`config.mk`:
```
export PLATFORM = sky130hd
export DESIGN_NAME = cfl_timestep_min_reduction
export DESIGN_NICKNAME = d
export VERILOG_FILES = /design/src/rtl/cfl_tmr_pkg.sv /design/src/rtl/cfl_tmr_mul.sv /design/src/rtl/cfl_tmr_div.sv /design/src/rtl/cfl_tmr_sqrt.sv /design/src/rtl/cfl_timestep_min_reduction.sv
export SDC_FILE = /design/constraint.sdc
export NUM_CORES = 2
export LEC_CHECK = 0
export BUFFER_PORTS_ARGS = -buffer_cell sky130_fd_sc_hd__buf_2
export CAP_MARGIN = 40
export CORE_ASPECT_RATIO = 1.75
export CORE_UTILIZATION = 45
export CTS_CLUSTER_DIAMETER = 30
export CTS_CLUSTER_SIZE = 28
export DETAILED_ROUTE_END_ITERATION = 12
export GPL_TIMING_DRIVEN = 0
export PLACE_DENSITY = 0.71
export SETUP_SLACK_MARGIN = 0.15
export SYNTH_ARGS = -nofsm -noshare
export SYNTH_HDL_FRONTEND = slang
export SYNTH_SLANG_ARGS = --single-unit
export TNS_END_PERCENT = 5
```
`constraint.sdc`:
```
create_clock -name i_clk -period 14.8 [get_ports i_clk]
set_clock_uncertainty 0.2 [all_clocks]
set_input_delay 2.96 -clock i_clk [delete_from_list [all_inputs] [get_ports i_clk]]
set_output_delay 2.96 -clock i_clk [all_outputs]
set_load 0.005 [all_outputs]
```
`src/rtl/cfl_tmr_pkg.sv`:
```
// ============================================================================
// cfl_tmr_pkg
// Shared widths, codes and state type of the Courant time step reduction.
// ============================================================================
package cfl_tmr_pkg;

    // fixed point format and default dimension count
    localparam int FRACTION_BITS  = 16;
    localparam int DIMENSIONS_DEF = 3;

    // field widths
    localparam int H_W   = 31;                  // smoothing length, sound speed
    localparam int G_W   = 32;                  // strain rate and gravity terms
    localparam int CFL_W = 17;                  // Courant factor register
    localparam int ABS_W = G_W + 1;             // |trace| of up to three terms

    // datapath widths
    localparam int MUL_A_W = H_W + FRACTION_BITS;              // parallel operand
    localparam int MUL_B_W = ABS_W;                            // serial operand
    localparam int PROD_W  = 64;                               // product word
    localparam int DEN_W   = H_W + ABS_W - FRACTION_BITS + 1;  // Courant divisor
    localparam int NUM_W   = H_W + 2 * FRACTION_BITS;          // dividend word
    localparam int ROOT_W  = 64;                               // radicand
    localparam int ROOT_O_W = ROOT_W / 2;                      // root

    localparam logic [H_W-1:0]   OUT_MAX   = {H_W{1'b1}};
    localparam logic [CFL_W-1:0] CFL_RESET = CFL_W'(19661);

    // configuration register indexes
    localparam int CFG_IDX_W = 1;
    typedef enum logic [CFG_IDX_W-1:0] {
        REG_CFL_FACTOR   = 1'b0,
        REG_SELF_GRAVITY = 1'b1
    } t_reg_idx;

    // sequencer states
    typedef enum logic [3:0] {
        ST_IDLE,
        ST_TR_MUL,
        ST_TR_DIV,
        ST_TR_SCALE,
        ST_G_SQUARE,
        ST_G_ROOT,
        ST_G_DIV,
        ST_G_ROOT2,
        ST_G_SCALE,
        ST_FINISH
    } t_state;

endpackage

```
`src/rtl/cfl_tmr_mul.sv`:
```
// ============================================================================
// cfl_tmr_mul
// Bit-serial shift-add multiplier: one bit of the serial operand per cycle.
// ============================================================================
module cfl_tmr_mul (
    input  logic                           i_clk,
    input  logic                           i_rst_n,
    input  logic                           i_start,
    input  logic [cfl_tmr_pkg::MUL_A_W-1:0] i_a,
    input  logic [cfl_tmr_pkg::MUL_B_W-1:0] i_b,
    input  logic [cfl_tmr_pkg::PROD_W-1:0]  i_init,
    output logic                           o_done,
    output logic [cfl_tmr_pkg::PROD_W-1:0]  o_prod
);
    import cfl_tmr_pkg::*;

    localparam int CNT_W = $clog2(MUL_B_W + 1);

    logic [PROD_W-1:0]  r_acc;
    logic [PROD_W-1:0]  r_a;
    logic [MUL_B_W-1:0] r_b;
    logic [CNT_W-1:0]   r_cnt;
    logic               r_done;

    // load operands, then add one shifted partial product per cycle
    always_ff @(posedge i_clk) begin
        if (!i_rst_n) begin
            r_cnt  <= '0;
            r_done <= 1'b0;
        end else begin
            r_done <= 1'b0;
            if (i_start) begin
                r_cnt <= CNT_W'(MUL_B_W);
            end else if (r_cnt != '0) begin
                r_cnt  <= r_cnt - 1'b1;
                r_done <= (r_cnt == CNT_W'(1));
            end
        end
    end

    always_ff @(posedge i_clk) begin
        if (i_start) begin
            r_acc <= i_init;
            r_a   <= PROD_W'(i_a);
            r_b   <= i_b;
        end else if (r_cnt != '0) begin
            if (r_b[0]) begin
                r_acc <= r_acc + r_a;
            end
            r_a <= r_a << 1;
            r_b <= r_b >> 1;
        end
    end

    assign o_done = r_done;
    assign o_prod = r_acc;

endmodule

```
`src/rtl/cfl_tmr_div.sv`:
```
// ============================================================================
// cfl_tmr_div
// Restoring divider: one quotient bit per cycle, truncating.
// ============================================================================
module cfl_tmr_div (
    input  logic                          i_clk,
    input  logic                          i_rst_n,
    input  logic                          i_start,
    input  logic [cfl_tmr_pkg::NUM_W-1:0] i_num,
    input  logic [cfl_tmr_pkg::DEN_W-1:0] i_den,
    output logic                          o_done,
    output logic [cfl_tmr_pkg::NUM_W-1:0] o_quot
);
    import cfl_tmr_pkg::*;

    localparam int CNT_W = $clog2(NUM_W + 1);

    logic [DEN_W-1:0] r_rem;
    logic [DEN_W-1:0] r_den;
    logic [NUM_W-1:0] r_q;
    logic [CNT_W-1:0] r_cnt;
    logic             r_done;
    logic [DEN_W:0]   w_trial;
    logic             w_fit;

    // shift in the next dividend bit and try the subtraction
    always_comb begin
        w_trial = {r_rem, r_q[NUM_W-1]};
        w_fit   = (w_trial >= {1'b0, r_den});
    end

    always_ff @(posedge i_clk) begin
        if (!i_rst_n) begin
            r_cnt  <= '0;
            r_done <= 1'b0;
        end else begin
            r_done <= 1'b0;
            if (i_start) begin
                r_cnt <= CNT_W'(NUM_W);
            end else if (r_cnt != '0) begin
                r_cnt  <= r_cnt - 1'b1;
                r_done <= (r_cnt == CNT_W'(1));
            end
        end
    end

    always_ff @(posedge i_clk) begin
        if (i_start) begin
            r_rem <= '0;
            r_den <= i_den;
            r_q   <= i_num;
        end else if (r_cnt != '0) begin
            r_rem <= w_fit ? DEN_W'(w_trial - {1'b0, r_den}) : DEN_W'(w_trial);
            r_q   <= {r_q[NUM_W-2:0], w_fit};
        end
    end

    assign o_done = r_done;
    assign o_quot = r_q;

endmodule

```
`src/rtl/cfl_tmr_sqrt.sv`:
```
// ============================================================================
// cfl_tmr_sqrt
// Digit-by-digit integer square root: one root bit per cycle, truncating.
// ============================================================================
module cfl_tmr_sqrt (
    input  logic                             i_clk,
    input  logic                             i_rst_n,
    input  logic                             i_start,
    input  logic [cfl_tmr_pkg::ROOT_W-1:0]   i_x,
    output logic                             o_done,
    output logic [cfl_tmr_pkg::ROOT_O_W-1:0] o_root
);
    import cfl_tmr_pkg::*;

    localparam int CNT_W = $clog2(ROOT_O_W + 1);

    logic [ROOT_W-1:0] r_x;
    logic [ROOT_W-1:0] r_res;
    logic [ROOT_W-1:0] r_bit;
    logic [CNT_W-1:0]  r_cnt;
    logic              r_done;
    logic [ROOT_W-1:0] w_sum;

    assign w_sum = r_res + r_bit;

    always_ff @(posedge i_clk) begin
        if (!i_rst_n) begin
            r_cnt  <= '0;
            r_done <= 1'b0;
        end else begin
            r_done <= 1'b0;
            if (i_start) begin
                r_cnt <= CNT_W'(ROOT_O_W);
            end else if (r_cnt != '0) begin
                r_cnt  <= r_cnt - 1'b1;
                r_done <= (r_cnt == CNT_W'(1));
            end
        end
    end

    // try the next root bit, then move two radicand bits down
    always_ff @(posedge i_clk) begin
        if (i_start) begin
            r_x   <= i_x;
            r_res <= '0;
            r_bit <= ROOT_W'(1) << (ROOT_W - 2);
        end else if (r_cnt != '0) begin
            if (r_x >= w_sum) begin
                r_x   <= r_x - w_sum;
                r_res <= (r_res >> 1) + r_bit;
            end else begin
                r_res <= r_res >> 1;
            end
            r_bit <= r_bit >> 2;
        end
    end

    assign o_done = r_done;
    assign o_root = r_res[ROOT_O_W-1:0];

endmodule

```
`src/rtl/cfl_timestep_min_reduction.sv`:
```
// ============================================================================
// cfl_timestep_min_reduction
// Running minimum of the SPH Courant and gravity time step bounds per sweep.
// ============================================================================
//  channel  | handshake                 | words
//  ---------+---------------------------+------------------------------------
//  in       | i_in_valid / o_in_ready   | one particle
//  out      | o_out_valid / i_out_ready | time step and flag, per last particle
//  cfg      | i_cfg_we                  | cfl_factor, self_gravity_enable
//
//  Each particle runs to completion before the next is accepted; with
//  self-gravity on it adds DIMENSIONS squarings and a root, then, for a
//  nonzero root, a division, a second root and a scale. Time is set by the
//  bit-serial units: multiplier 33, divider 63, square root 32 steps.
//  Reset is synchronous and clears the sequencer, minimum and output slot.
//  The next particle is taken while a result waits on out; a last particle
//  holds in its final step until the output slot is free.
module cfl_timestep_min_reduction #(
    parameter int DIMENSIONS = cfl_tmr_pkg::DIMENSIONS_DEF
) (
    input  logic                              i_clk,
    input  logic                              i_rst_n,
    // configuration
    input  logic                              i_cfg_we,
    input  logic [cfl_tmr_pkg::CFG_IDX_W-1:0] i_cfg_idx,
    input  logic [cfl_tmr_pkg::CFL_W-1:0]     i_cfg_data,
    // particle words
    input  logic                              i_in_valid,
    output logic                              o_in_ready,
    input  logic [cfl_tmr_pkg::H_W-1:0]       i_smoothing_length,
    input  logic [cfl_tmr_pkg::H_W-1:0]       i_sound_speed,
    input  logic signed [cfl_tmr_pkg::G_W-1:0] i_strain_rate_x,
    input  logic signed [cfl_tmr_pkg::G_W-1:0] i_strain_rate_y,
    input  logic signed [cfl_tmr_pkg::G_W-1:0] i_strain_rate_z,
    input  logic signed [cfl_tmr_pkg::G_W-1:0] i_gravity_x,
    input  logic signed [cfl_tmr_pkg::G_W-1:0] i_gravity_y,
    input  logic signed [cfl_tmr_pkg::G_W-1:0] i_gravity_z,
    input  logic                              i_last_particle,
    // result words
    output logic                              o_out_valid,
    input  logic                              i_out_ready,
    output logic [cfl_tmr_pkg::H_W-1:0]       o_time_step,
    output logic                              o_no_finite_bound
);
    import cfl_tmr_pkg::*;

    localparam int GCNT_W = (DIMENSIONS > 1) ? $clog2(DIMENSIONS) : 1;

    // configuration
    logic [CFL_W-1:0] r_cfl;
    logic             r_sg_en;

    // sequencer
    t_state            r_state, n_state;
    logic              r_go, n_go;
    logic [GCNT_W-1:0] r_gcnt;

    // particle operands
    logic [H_W-1:0]   r_h;
    logic [H_W-1:0]   r_cs;
    logic [ABS_W-1:0] r_atr;
    logic [G_W-1:0]   r_ag [DIMENSIONS];
    logic             r_last;
    logic [DEN_W-1:0] r_den;

    // reduction and output slot
    logic [G_W-1:0]   r_min;
    logic             r_seen;
    logic             r_out_valid;
    logic [H_W-1:0]   r_out_ts;
    logic             r_out_nfb;

    // unit connections
    logic               w_mul_start, w_mul_done;
    logic               w_div_start, w_div_done;
    logic               w_sqrt_start, w_sqrt_done;
    logic [MUL_A_W-1:0] w_mul_a;
    logic [MUL_B_W-1:0] w_mul_b;
    logic [PROD_W-1:0]  w_mul_init;
    logic [PROD_W-1:0]  w_prod;
    logic [NUM_W-1:0]   w_num;
    logic [DEN_W-1:0]   w_div_den;
    logic [NUM_W-1:0]   w_quot;
    logic [ROOT_W-1:0]  w_rad;
    logic [ROOT_O_W-1:0] w_root;

    logic               w_accept;
    logic               w_emit;
    logic               w_take;
    logic [DEN_W-1:0]   w_den;
    logic [PROD_W-FRACTION_BITS-1:0] w_scaled;
    logic [H_W-1:0]     w_bound;
    logic signed [G_W+1:0] w_trace;
    logic [G_W+1:0]     w_trace_abs;
    logic signed [G_W-1:0] w_sr [3];
    logic signed [G_W-1:0] w_gv [3];

    // trace magnitude and gravity terms of the offered particle
    always_comb begin
        w_sr[0] = i_strain_rate_x;
        w_sr[1] = i_strain_rate_y;
        w_sr[2] = i_strain_rate_z;
        w_gv[0] = i_gravity_x;
        w_gv[1] = i_gravity_y;
        w_gv[2] = i_gravity_z;
        w_trace = '0;
        for (int d = 0; d < DIMENSIONS; d++) begin
            w_trace = w_trace + (G_W+2)'(w_sr[d]);
        end
        w_trace_abs = w_trace[G_W+1] ? (G_W+2)'(-w_trace) : (G_W+2)'(w_trace);
    end

    // divisor of the Courant bound and the scaled, saturated bound
    always_comb begin
        w_den    = DEN_W'(r_cs) + DEN_W'(w_prod >> FRACTION_BITS);
        w_scaled = w_prod[PROD_W-1:FRACTION_BITS];
        w_bound  = (w_scaled > (PROD_W-FRACTION_BITS)'(OUT_MAX)) ?
                   OUT_MAX : w_scaled[H_W-1:0];
    end

    // next state
    always_comb begin
        n_state = r_state;
        n_go    = 1'b0;
        unique case (r_state)
            ST_IDLE: begin
                if (i_in_valid) begin
                    n_state = ST_TR_MUL;
                    n_go    = 1'b1;
                end
            end
            ST_TR_MUL: begin
                if (w_mul_done) begin
                    n_go = 1'b1;
                    if (w_den != '0) begin
                        n_state = ST_TR_DIV;
                    end else if (r_sg_en) begin
                        n_state = ST_G_SQUARE;
                    end else begin
                        n_state = ST_FINISH;
                    end
                end
            end
            ST_TR_DIV: begin
                if (w_div_done) begin
                    n_state = ST_TR_SCALE;
                    n_go    = 1'b1;
                end
            end
            ST_TR_SCALE: begin
                if (w_mul_done) begin
                    n_state = r_sg_en ? ST_G_SQUARE : ST_FINISH;
                    n_go    = 1'b1;
                end
            end
            ST_G_SQUARE: begin
                if (w_mul_done) begin
                    n_go = 1'b1;
                    if (r_gcnt == GCNT_W'(DIMENSIONS - 1)) begin
                        n_state = ST_G_ROOT;
                    end
                end
            end
            ST_G_ROOT: begin
                if (w_sqrt_done) begin
                    n_state = (w_root != '0) ? ST_G_DIV : ST_FINISH;
                    n_go    = 1'b1;
                end
            end
            ST_G_DIV: begin
                if (w_div_done) begin
                    n_state = ST_G_ROOT2;
                    n_go    = 1'b1;
                end
            end
            ST_G_ROOT2: begin
                if (w_sqrt_done) begin
                    n_state = ST_G_SCALE;
                    n_go    = 1'b1;
                end
            end
            ST_G_SCALE: begin
                if (w_mul_done) begin
                    n_state = ST_FINISH;
                end
            end
            ST_FINISH: begin
                if (!r_last || !r_out_valid || i_out_ready) begin
                    n_state = ST_IDLE;
                end
            end
            default: begin
                n_state = ST_IDLE;
            end
        endcase
    end

    // unit strobes and operand selection
    always_comb begin
        w_mul_start  = 1'b0;
        w_div_start  = 1'b0;
        w_sqrt_start = 1'b0;
        w_mul_a      = '0;
        w_mul_b      = '0;
        w_mul_init   = '0;
        w_num        = '0;
        w_div_den    = '0;
        w_rad        = '0;
        w_take       = 1'b0;
        w_emit       = 1'b0;
        o_in_ready   = 1'b0;
        unique case (r_state)
            ST_IDLE: begin
                o_in_ready = 1'b1;
            end
            ST_TR_MUL: begin
                w_mul_start = r_go;
                w_mul_a     = MUL_A_W'(r_h);
                w_mul_b     = r_atr;
            end
            ST_TR_DIV: begin
                w_div_start = r_go;
                w_num       = NUM_W'(r_h) << FRACTION_BITS;
                w_div_den   = r_den;
            end
            ST_TR_SCALE: begin
                w_mul_start = r_go;
                w_mul_a     = w_quot[MUL_A_W-1:0];
                w_mul_b     = MUL_B_W'(r_cfl);
                w_take      = w_mul_done;
            end
            ST_G_SQUARE: begin
                w_mul_start = r_go;
                w_mul_a     = MUL_A_W'(r_ag[r_gcnt]);
                w_mul_b     = MUL_B_W'(r_ag[r_gcnt]);
                w_mul_init  = (r_gcnt == '0) ? '0 : w_prod;
            end
            ST_G_ROOT: begin
                w_sqrt_start = r_go;
                w_rad        = w_prod;
            end
            ST_G_DIV: begin
                w_div_start = r_go;
                w_num       = NUM_W'(r_h) << (2 * FRACTION_BITS);
                w_div_den   = DEN_W'(w_root);
            end
            ST_G_ROOT2: begin
                w_sqrt_start = r_go;
                w_rad        = ROOT_W'(w_quot);
            end
            ST_G_SCALE: begin
                w_mul_start = r_go;
                w_mul_a     = MUL_A_W'(w_root);
                w_mul_b     = MUL_B_W'(r_cfl);
                w_take      = w_mul_done;
            end
            ST_FINISH: begin
                w_emit = r_last && (!r_out_valid || i_out_ready);
            end
            default: begin
                o_in_ready = 1'b0;
            end
        endcase
    end

    assign w_accept = i_in_valid && o_in_ready;

    // configuration writes
    always_ff @(posedge i_clk) begin
        if (!i_rst_n) begin
            r_cfl   <= CFL_RESET;
            r_sg_en <= 1'b0;
        end else if (i_cfg_we) begin
            unique case (t_reg_idx'(i_cfg_idx))
                REG_CFL_FACTOR:   r_cfl   <= i_cfg_data;
                REG_SELF_GRAVITY: r_sg_en <= i_cfg_data[0];
                default:          r_cfl   <= r_cfl;
            endcase
        end
    end

    // sequencer registers
    always_ff @(posedge i_clk) begin
        if (!i_rst_n) begin
            r_state <= ST_IDLE;
            r_go    <= 1'b0;
            r_gcnt  <= '0;
        end else begin
            r_state <= n_state;
            r_go    <= n_go;
            if (r_state != ST_G_SQUARE) begin
                r_gcnt <= '0;
            end else if (w_mul_done) begin
                r_gcnt <= r_gcnt + 1'b1;
            end
        end
    end

    // capture the particle and the Courant divisor
    always_ff @(posedge i_clk) begin
        if (w_accept) begin
            r_h    <= i_smoothing_length;
            r_cs   <= i_sound_speed;
            r_atr  <= w_trace_abs[ABS_W-1:0];
            r_last <= i_last_particle;
            for (int d = 0; d < DIMENSIONS; d++) begin
                r_ag[d] <= w_gv[d][G_W-1] ? G_W'(-w_gv[d]) : G_W'(w_gv[d]);
            end
        end
        if (r_state == ST_TR_MUL && w_mul_done) begin
            r_den <= w_den;
        end
    end

    // running minimum; restart once the sweep result is out
    always_ff @(posedge i_clk) begin
        if (!i_rst_n) begin
            r_min  <= '1;
            r_seen <= 1'b0;
        end else if (w_emit) begin
            r_min  <= '1;
            r_seen <= 1'b0;
        end else if (w_take) begin
            if (G_W'(w_bound) < r_min) begin
                r_min <= G_W'(w_bound);
            end
            r_seen <= 1'b1;
        end
    end

    // output slot
    always_ff @(posedge i_clk) begin
        if (!i_rst_n) begin
            r_out_valid <= 1'b0;
        end else if (w_emit) begin
            r_out_valid <= 1'b1;
        end else if (i_out_ready) begin
            r_out_valid <= 1'b0;
        end
    end

    always_ff @(posedge i_clk) begin
        if (w_emit) begin
            r_out_ts  <= r_seen ? r_min[H_W-1:0] : OUT_MAX;
            r_out_nfb <= !r_seen;
        end
    end

    assign o_out_valid       = r_out_valid;
    assign o_time_step       = r_out_ts;
    assign o_no_finite_bound = r_out_nfb;

    cfl_tmr_mul u_mul (
        .i_clk   (i_clk),
        .i_rst_n (i_rst_n),
        .i_start (w_mul_start),
        .i_a     (w_mul_a),
        .i_b     (w_mul_b),
        .i_init  (w_mul_init),
        .o_done  (w_mul_done),
        .o_prod  (w_prod)
    );

    cfl_tmr_div u_div (
        .i_clk   (i_clk),
        .i_rst_n (i_rst_n),
        .i_start (w_div_start),
        .i_num   (w_num),
        .i_den   (w_div_den),
        .o_done  (w_div_done),
        .o_quot  (w_quot)
    );

    cfl_tmr_sqrt u_sqrt (
        .i_clk   (i_clk),
        .i_rst_n (i_rst_n),
        .i_start (w_sqrt_start),
        .i_x     (w_rad),
        .o_done  (w_sqrt_done),
        .o_root  (w_root)
    );

endmodule

```
=== Word-level counts from Yosys, hierarchy flattened ===
Memories as Yosys holds them, arrays and structs flattened. A register that Yosys moved wholly into a read port is not among the register bits.
Index checks and enable logic that the tools add are counted.
Widths: inputs -> output; s select.

* Output and inout port bits: 34
* Word-level logic and storage cells: 189
* Latch bits: 0
* Register bits: 739
* Bits in writable memories: 96
* Bits of input ports: 278
* Memory bits (read-only): 0
* Memories kept: 1

* Shifts and indexed selects: 0
* Div/mod/pow operators: 0
* Muxes and demuxes: 64
* Bitwise gates (word level): 5
* Eq/ne operators: 26
* Add/subtract/negate cells: 16
* Order comparisons: 4
* Reduce and logical (&&, ||, !) cells: 40
* Multipliers: 0

{| class="wikitable"
|+ Memory list
! name !! words !! width !! rd ports !! clocked after memory_dff !! wr ports !! RTL line !! source
|-
| r_ag || 3 || 32 || 1 || 1 || 3 || cfl_timestep_min_reduction.sv:62 || <nowiki>logic [G_W-1:0] r_ag [DIMENSIONS];</nowiki>
|}

{| class="wikitable"
|+ Operators with widths
! cell !! count
|-
| $mux 64 || 9
|-
| $pmux 47 s4 || 1
|-
| $pmux 64 s2 || 1
|-
| $mux 63 || 2
|-
| $pmux 63 s2 || 1
|-
| $mux 33 || 3
|-
| $pmux 33 s3 || 1
|-
| $pmux 49 s2 || 1
|-
| $mux 32 || 3
|-
| $neg 32->32 || 3
|-
| $mux 47 || 2
|-
| $add 63x63->64 || 1
|-
| $add 64x63->64 || 1
|-
| $add 64x64->64 || 1
|-
| $ge 64x64->1 || 1
|-
| $sub 64x64->64 || 1
|-
| $mux 4 || 14
|-
| $ge 50x49->1 || 1
|-
| $add 31x48->49 || 1
|-
| $mux 49 || 1
|-
| $reduce_bool 49->1 || 1
|-
| $sub 49x49->49 || 1
|-
| $gt 48x31->1 const B || 1
|-
| $pmux 4 s10 || 1
|-
| other kinds (36) || 102
|}

=== Logic depth before layout (Yosys ltp) ===
* Word-level depth: 5
* Mapped depth: 29
* Mapped depth without buffers: 27

=== Hierarchy ===
Synthesis repeated with hierarchy kept, for this count alone.

* Cells, all modules: 6590
* Area total of the unflattened synthesis: 59915.0 um2

{| class="wikitable"
|+ Modules (own cells, without submodules)
! module !! instances !! sequential area each (um2) !! area an instance (um2) !! cells each
|-
| cfl_timestep_min_reduction || 1 || 9419.0 || 24070.6 || 2604
|-
| cfl_tmr_sqrt || 1 || 3983.8 || 15695.1 || 2023
|-
| cfl_tmr_mul || 1 || 4804.6 || 10826.6 || 1066
|-
| cfl_tmr_div || 1 || 4484.3 || 9322.7 || 897
|}

=== Least setup slack after synthesis ===
OpenSTA, ideal clock, no wires.

* Path kind: register -> register
* From: reg u_sqrt.r_res[2]
* To: reg u_sqrt.r_x[0], enable pin
* Clock period less this slack: 10.243 ns
* Buffers on the path: 3
* Data required time: 14.026 ns
* Stages on the path, launching flop included: 26
* Data arrival time: 9.469 ns
* Path slack: 4.557 ns
* Setup time: 0.574 ns
* Path through: dfxtp_1 ha_1 a31oi_1 o21bai_1 a31oi_1 o31a_1 o41ai_2 o311ai_0 a31oi_1 o21bai_1 o21ai_1 a31oi_1 o21bai_1 xnor2_1 ha_1 clkbuf_1 nand2_1 nor3_1 nand2_1 nor4_1 a211oi_1 a21oi_1 a211oi_1 clkbuf_1 clkbuf_1 o21ai_0

* Cells in the longest elaborated chain, start to end: 4

{| class="wikitable"
|+ RTL lines
! element !! RTL line !! source
|-
| start, declared || cfl_tmr_sqrt.sv:18 || <nowiki>logic [ROOT_W-1:0] r_res;</nowiki>
|-
| start signal, assigned || cfl_tmr_sqrt.sv:50 || <nowiki>r_res <= (r_res >> 1) + r_bit;</nowiki>
|-
| start signal, assigned || cfl_tmr_sqrt.sv:52 || <nowiki>r_res <= r_res >> 1;</nowiki>
|-
| $add 64x63->64 || cfl_tmr_sqrt.sv:24 || <nowiki>assign w_sum = r_res + r_bit;</nowiki>
|-
| $ge 64x64->1 || cfl_tmr_sqrt.sv:48 || <nowiki>if (r_x >= w_sum) begin</nowiki>
|-
| $reduce_bool 2->1 (no line) || - ||
|-
| $reduce_and 2->1 (no line) || - ||
|-
| end signal, assigned || cfl_tmr_sqrt.sv:44 || <nowiki>r_x <= i_x;</nowiki>
|-
| end signal, assigned || cfl_tmr_sqrt.sv:49 || <nowiki>r_x <= r_x - w_sum;</nowiki>
|-
| end, declared || cfl_tmr_sqrt.sv:17 || <nowiki>logic [ROOT_W-1:0] r_x;</nowiki>
|}

Every way passes these cells.
A chain may end at the register's enable or synchronous reset.

=== Worst setup path after layout ===
* From: reg u_sqrt.r_res[2]
* To: reg u_sqrt.r_x[15], enable pin

Same word-level chain as after synthesis.

==> run summary <==
### CTS
- **clock slew seen by the registers of the worst setup and hold paths** 0.06 ns
- **insertion delay to the later sink of the worst-skew pair** 0.79 ns
- **total clock buffers created by CTS** 145
- **buffer type at the clock tree root** sky130_fd_sc_hd__clkbuf_16
- **total number of clock tree sinks** 837
- **maximum level of the CTS H-tree** 4
- **CTS tree** yes
- **post-CTS setup buffer count** 0
- **Resized cells post-CTS** 0
- **CTS Hold Bufs** 0
- **clock buffer depth** 3

### Placed design
- **number of cells in the design after placement** 8185
- **final HPWL from detailed placement** 173.5 mm
- **global placer's final weighted congestion** 1.015
- **Buffers on Ports** 310

### Critical path
- **top fanout value on the critical path** 24
- **cell type with the highest occurrence count on the critical path** sky130_fd_sc_hd__a31oi_1
- **endpoint class of the critical path** flip-flop
- **kind of cell adding the most delay to the critical path** compound AO/OA/AOI/OAI gates
- **type of the worst setup path** flip-flop to flip-flop
- **Data arrival, critical path** 9.87 ns
- **Worst path max stage delay** 0.84 ns
- **kind of start point of the critical path** flip-flop
- **WP data required** 15.07 ns
- **Critical path buffers and inverters** 5
- **Critical Path Slowest Stage Cell** sky130_fd_sc_hd__nor4_1

### Route
- **wire length after detailed routing** 220.8 mm
- **via count** 52011
- **Detail Route Antenna Nets** 0
- **per-cell via count in the routed design** 6.141
- **Pre-Repair DR Iteration Count** 6
- **routed wirelength normalized by instance count** 26.07 um
- **DRC Markers** 0
- **DRC marker count from the first detailed-route iteration** 4602

### Yosys
- **total nets after synthesis** 6833
- **number of flops mapped to enable cells by yosys** 593
- **portion of the post-synthesis area used by sequential elements** 40.34%
- **portion of netlist area occupied by mux cells** 3.395%
- **post-synthesis instance total** 6170
- **synthesized-area fraction occupied by ao, oa, aoi and oai cells** 19.42%
- **predominant post-synthesis flop cell** sky130_fd_sc_hd__edfxtp_1
- **synthesized-area fraction occupied by xor and xnor cells** 6.820%
- **Netlist Area Pre-Place** 56250 um^2
- **warning count from the yosys run** 0
- **Avg Cell Area, Syn** 9.116 um^2
- **post-synthesis adder-cell area fraction** 9.058%
- **dominant combinational cell family by area after synthesis** compound AO/OA/AOI/OAI gates
- **Post-synth ARST share** 0%
- **count of cell types in the netlist** 100
- **flop and latch count out of synthesis** 837
- **simple logic cell fraction of the synthesized area** 17.48%

### Layout
- **most frequent cells in the layout** 664 x sky130_fd_sc_hd__nand2_1, 599 x sky130_fd_sc_hd__nor2_1, 593 x sky130_fd_sc_hd__edfxtp_1
- **fillers** 11312
- **proportion of layout cells with a drive suffix above 1** 10.87%
- **P&R area growth vs syn** 17.10%
- **Final #Nets** 7355
- **count of non-filler cells in the finished layout** 8470
- **leading cell type in the layout, fill and taps excluded** sky130_fd_sc_hd__nand2_1

### STA
- **endpoints failing setup** 0
- **final hold vios** 0
- **Max Clock Freq** 0.1042 GHz
- **minimum hold slack** 0.2574 ns
- **share of the clock period used by the worst path after layout** 64.85%
- **setup repair after global routing missed its margin** false
- **max-slew violation count** 0
- **Worst Max-Slew Pin Slew** 1.019 ns
- **relative slew slack** 32.04%
- **post-layout min period** 9.598 ns

### Global route
- **largest net degree at the start of global routing** 103
- **wire length of the first global-routing pass** 321.4 mm
- **initial antenna violation count** 17
- **vias in the first global route** 51918
- **global router's overall resource usage** 34.14%
- **overflow left after global routing** 0

### Hold path
- **Worst Hold Class** flip-flop to flip-flop

### Power
- **Switching Power** 8.896 mW
- **total power of the final layout** 18.86 mW
- **Clk network pwr share** 18.6%
- **VDD IR-drop max** 0.0001488 V
- **combinational cell fraction of total power** 54.9%
- **share of total power consumed by net switching** 47.16%
- **fraction of power consumed by sequential logic** 26.6%
- **LEAKAGE** 26.16 nW
- **internal power component** 9.968 mW
- **areal power density over the cells** 286.4 nW/um^2

### Outcome
- **outcome** finished, final reports clean

### Die
- **Vert. Die Dim** 469.7 um
- **top-level I/O count** 312
- **core footprint** 124100 um^2
- **floorplan die area** 126500 um^2
- **floorplan row count** 171
- **starting density of the core** 45.33%
- **Horiz. Die Dim** 269.3 um

### Flow run
- **max capacitance violation total** 0

[area by class of cell]
class | count | area, um^2 | share of cell area [%]
Timing Repair Buffer | 375 | 2391 | 3.630
Antenna cell | 12 | 30.03 | 0.04559
Inverter | 183 | 694.4 | 1.054
Buffer | 333 | 1274 | 1.934
Multi-Input combinational cell | 4817 | 31650 | 48.05
Clock inverter | 99 | 1131 | 1.717
Sequential cell | 837 | 22690 | 34.45
Tap cell | 1643 | 2056 | 3.121
Clock buffer | 171 | 3946 | 5.991
[cells by family (layout without fill, tap and decap cells)]
kind of cell    count (synthesis)  count (layout)
mux                           186             186
compound gates               1693            1693
flops                         837             837
fa+ha+maj                     385             385
simple gates                 2115            2115
other cells                     0              12
buf+inv                       516            1161
xor+xnor                      438             438
[cells in the mapped netlist, types with 38 or more instances]
library cell / instances / area share, %
sky130_fd_sc_hd__nand3_1: 133 / 1.2
sky130_fd_sc_hd__clkbuf_1: 289 / 1.9
sky130_fd_sc_hd__mux2_2: 38 / 0.76
sky130_fd_sc_hd__o31ai_1: 53 / 0.71
sky130_fd_sc_hd__nor2_1: 600 / 4.0
sky130_fd_sc_hd__edfxtp_1: 593 / 32
sky130_fd_sc_hd__nor3_1: 202 / 1.8
sky130_fd_sc_hd__dfxtp_1: 244 / 8.7
sky130_fd_sc_hd__a211oi_1: 75 / 1.0
sky130_fd_sc_hd__a21oi_1: 453 / 4.0
sky130_fd_sc_hd__o21a_1: 53 / 0.71
sky130_fd_sc_hd__a31oi_1: 87 / 0.97
sky130_fd_sc_hd__nand2_1: 666 / 4.4
sky130_fd_sc_hd__o21bai_1: 47 / 0.63
sky130_fd_sc_hd__a2111oi_0: 38 / 0.59
sky130_fd_sc_hd__xor2_1: 152 / 2.4
sky130_fd_sc_hd__a221oi_1: 60 / 0.93
sky130_fd_sc_hd__nor2b_1: 53 / 0.59
sky130_fd_sc_hd__nand4_1: 64 / 0.71
sky130_fd_sc_hd__a21o_1: 188 / 2.5
sky130_fd_sc_hd__o21ai_0: 355 / 3.2
sky130_fd_sc_hd__inv_1: 182 / 1.2
sky130_fd_sc_hd__nand2b_1: 93 / 1.0
sky130_fd_sc_hd__or3_1: 43 / 0.48
sky130_fd_sc_hd__mux2i_1: 148 / 2.6
sky130_fd_sc_hd__nor4_1: 41 / 0.46
sky130_fd_sc_hd__ha_1: 348 / 7.7
sky130_fd_sc_hd__and2_1: 75 / 0.83
sky130_fd_sc_hd__xnor2_1: 286 / 4.5
[stage by stage]
step / worst slack, ns / utilization, % / setup TNS [ns] / instance area (um^2)
global placement: -0.9549 / 48.23 / -60.52 / 59850
finish: 5.202 / 53.08 / 0 / 65870
global route: 5.029 / 53.06 / 0 / 65850
CTS: 5.551 / 53.03 / 0 / 65810
floorplan: 4.557 / - / 0 / 56250
detailed placement: 5.586 / 48.94 / 0 / 60730
[sequential cells by signal, indices dropped and copies added, names as in the netlist, 33 cells and up, named ones only]
register and flops:
u_div.o_quot 63, u_mul.o_prod 64, u_sqrt.r_x 64, r_atr 33, u_sqrt.r_res 64, r_ag 96, r_den 49, u_mul.r_a 64
u_div.r_den 49, u_mul.r_b 33, u_div.r_rem 49
[power groups by stage]
stage	combinational, mW	sequential [mW]	clock [mW]
after CTS	10.1	4.95	3.51
after global routing	11.2	5.02	3.61
after global placement	9.66	5.13	0
final	10.4	5.01	3.50
after detailed placement	10.0	4.98	0
after floorplan	7.08	4.50	0
[per-layer routing]
layer  global-route usage [%]  vias to the layer above  wire [um]
li1                         -                    23737          -
met1                    34.26                    24798      73370
met2                    59.26                     2569     107700
met3                    7.024                      901      16380
met4                    31.14                        6      23290
met5                        0                        -         40
[worst reg2reg max path, cell delays in order (launching register included)]
cell                       delay, ns
sky130_fd_sc_hd__dfxtp_1        0.76
sky130_fd_sc_hd__ha_1           0.40
sky130_fd_sc_hd__a31oi_1        0.31
sky130_fd_sc_hd__o21bai_1       0.17
sky130_fd_sc_hd__a31oi_1        0.40
sky130_fd_sc_hd__o31a_1         0.34
sky130_fd_sc_hd__o41ai_2        0.18
sky130_fd_sc_hd__o311ai_0       0.55
sky130_fd_sc_hd__a31oi_1        0.21
sky130_fd_sc_hd__or2_2          0.33
sky130_fd_sc_hd__a31oi_1        0.21
sky130_fd_sc_hd__xor2_1         0.29
sky130_fd_sc_hd__ha_1           0.16
sky130_fd_sc_hd__clkbuf_1       0.25
sky130_fd_sc_hd__nand3_1        0.25
sky130_fd_sc_hd__nor4_1         0.84
sky130_fd_sc_hd__nand3_1        0.22
sky130_fd_sc_hd__nor4_1         0.73
sky130_fd_sc_hd__a211oi_1       0.10
sky130_fd_sc_hd__a21oi_1        0.17
sky130_fd_sc_hd__a211oi_1       0.13
sky130_fd_sc_hd__clkbuf_1       0.36
sky130_fd_sc_hd__clkbuf_1       0.43
sky130_fd_sc_hd__o21ai_4        0.81
sky130_fd_sc_hd__buf_16         0.27
sky130_fd_sc_hd__buf_12         0.22
[worst paths after layout]
check / slack, ns / from / to / depth (start not counted)
setup reg to reg: 5.20 / u_sqrt.r_res[2] / u_sqrt.r_x[15] / 25
hold / removal: 0.26 / r_cfl[5] / r_cfl[5] / 2
hold reg to reg: 0.26 / r_cfl[5] / r_cfl[5] / 2
setup / recovery: 5.20 / u_sqrt.r_res[2] / u_sqrt.r_x[15] / 25
(Power assumes the default switching activity.)
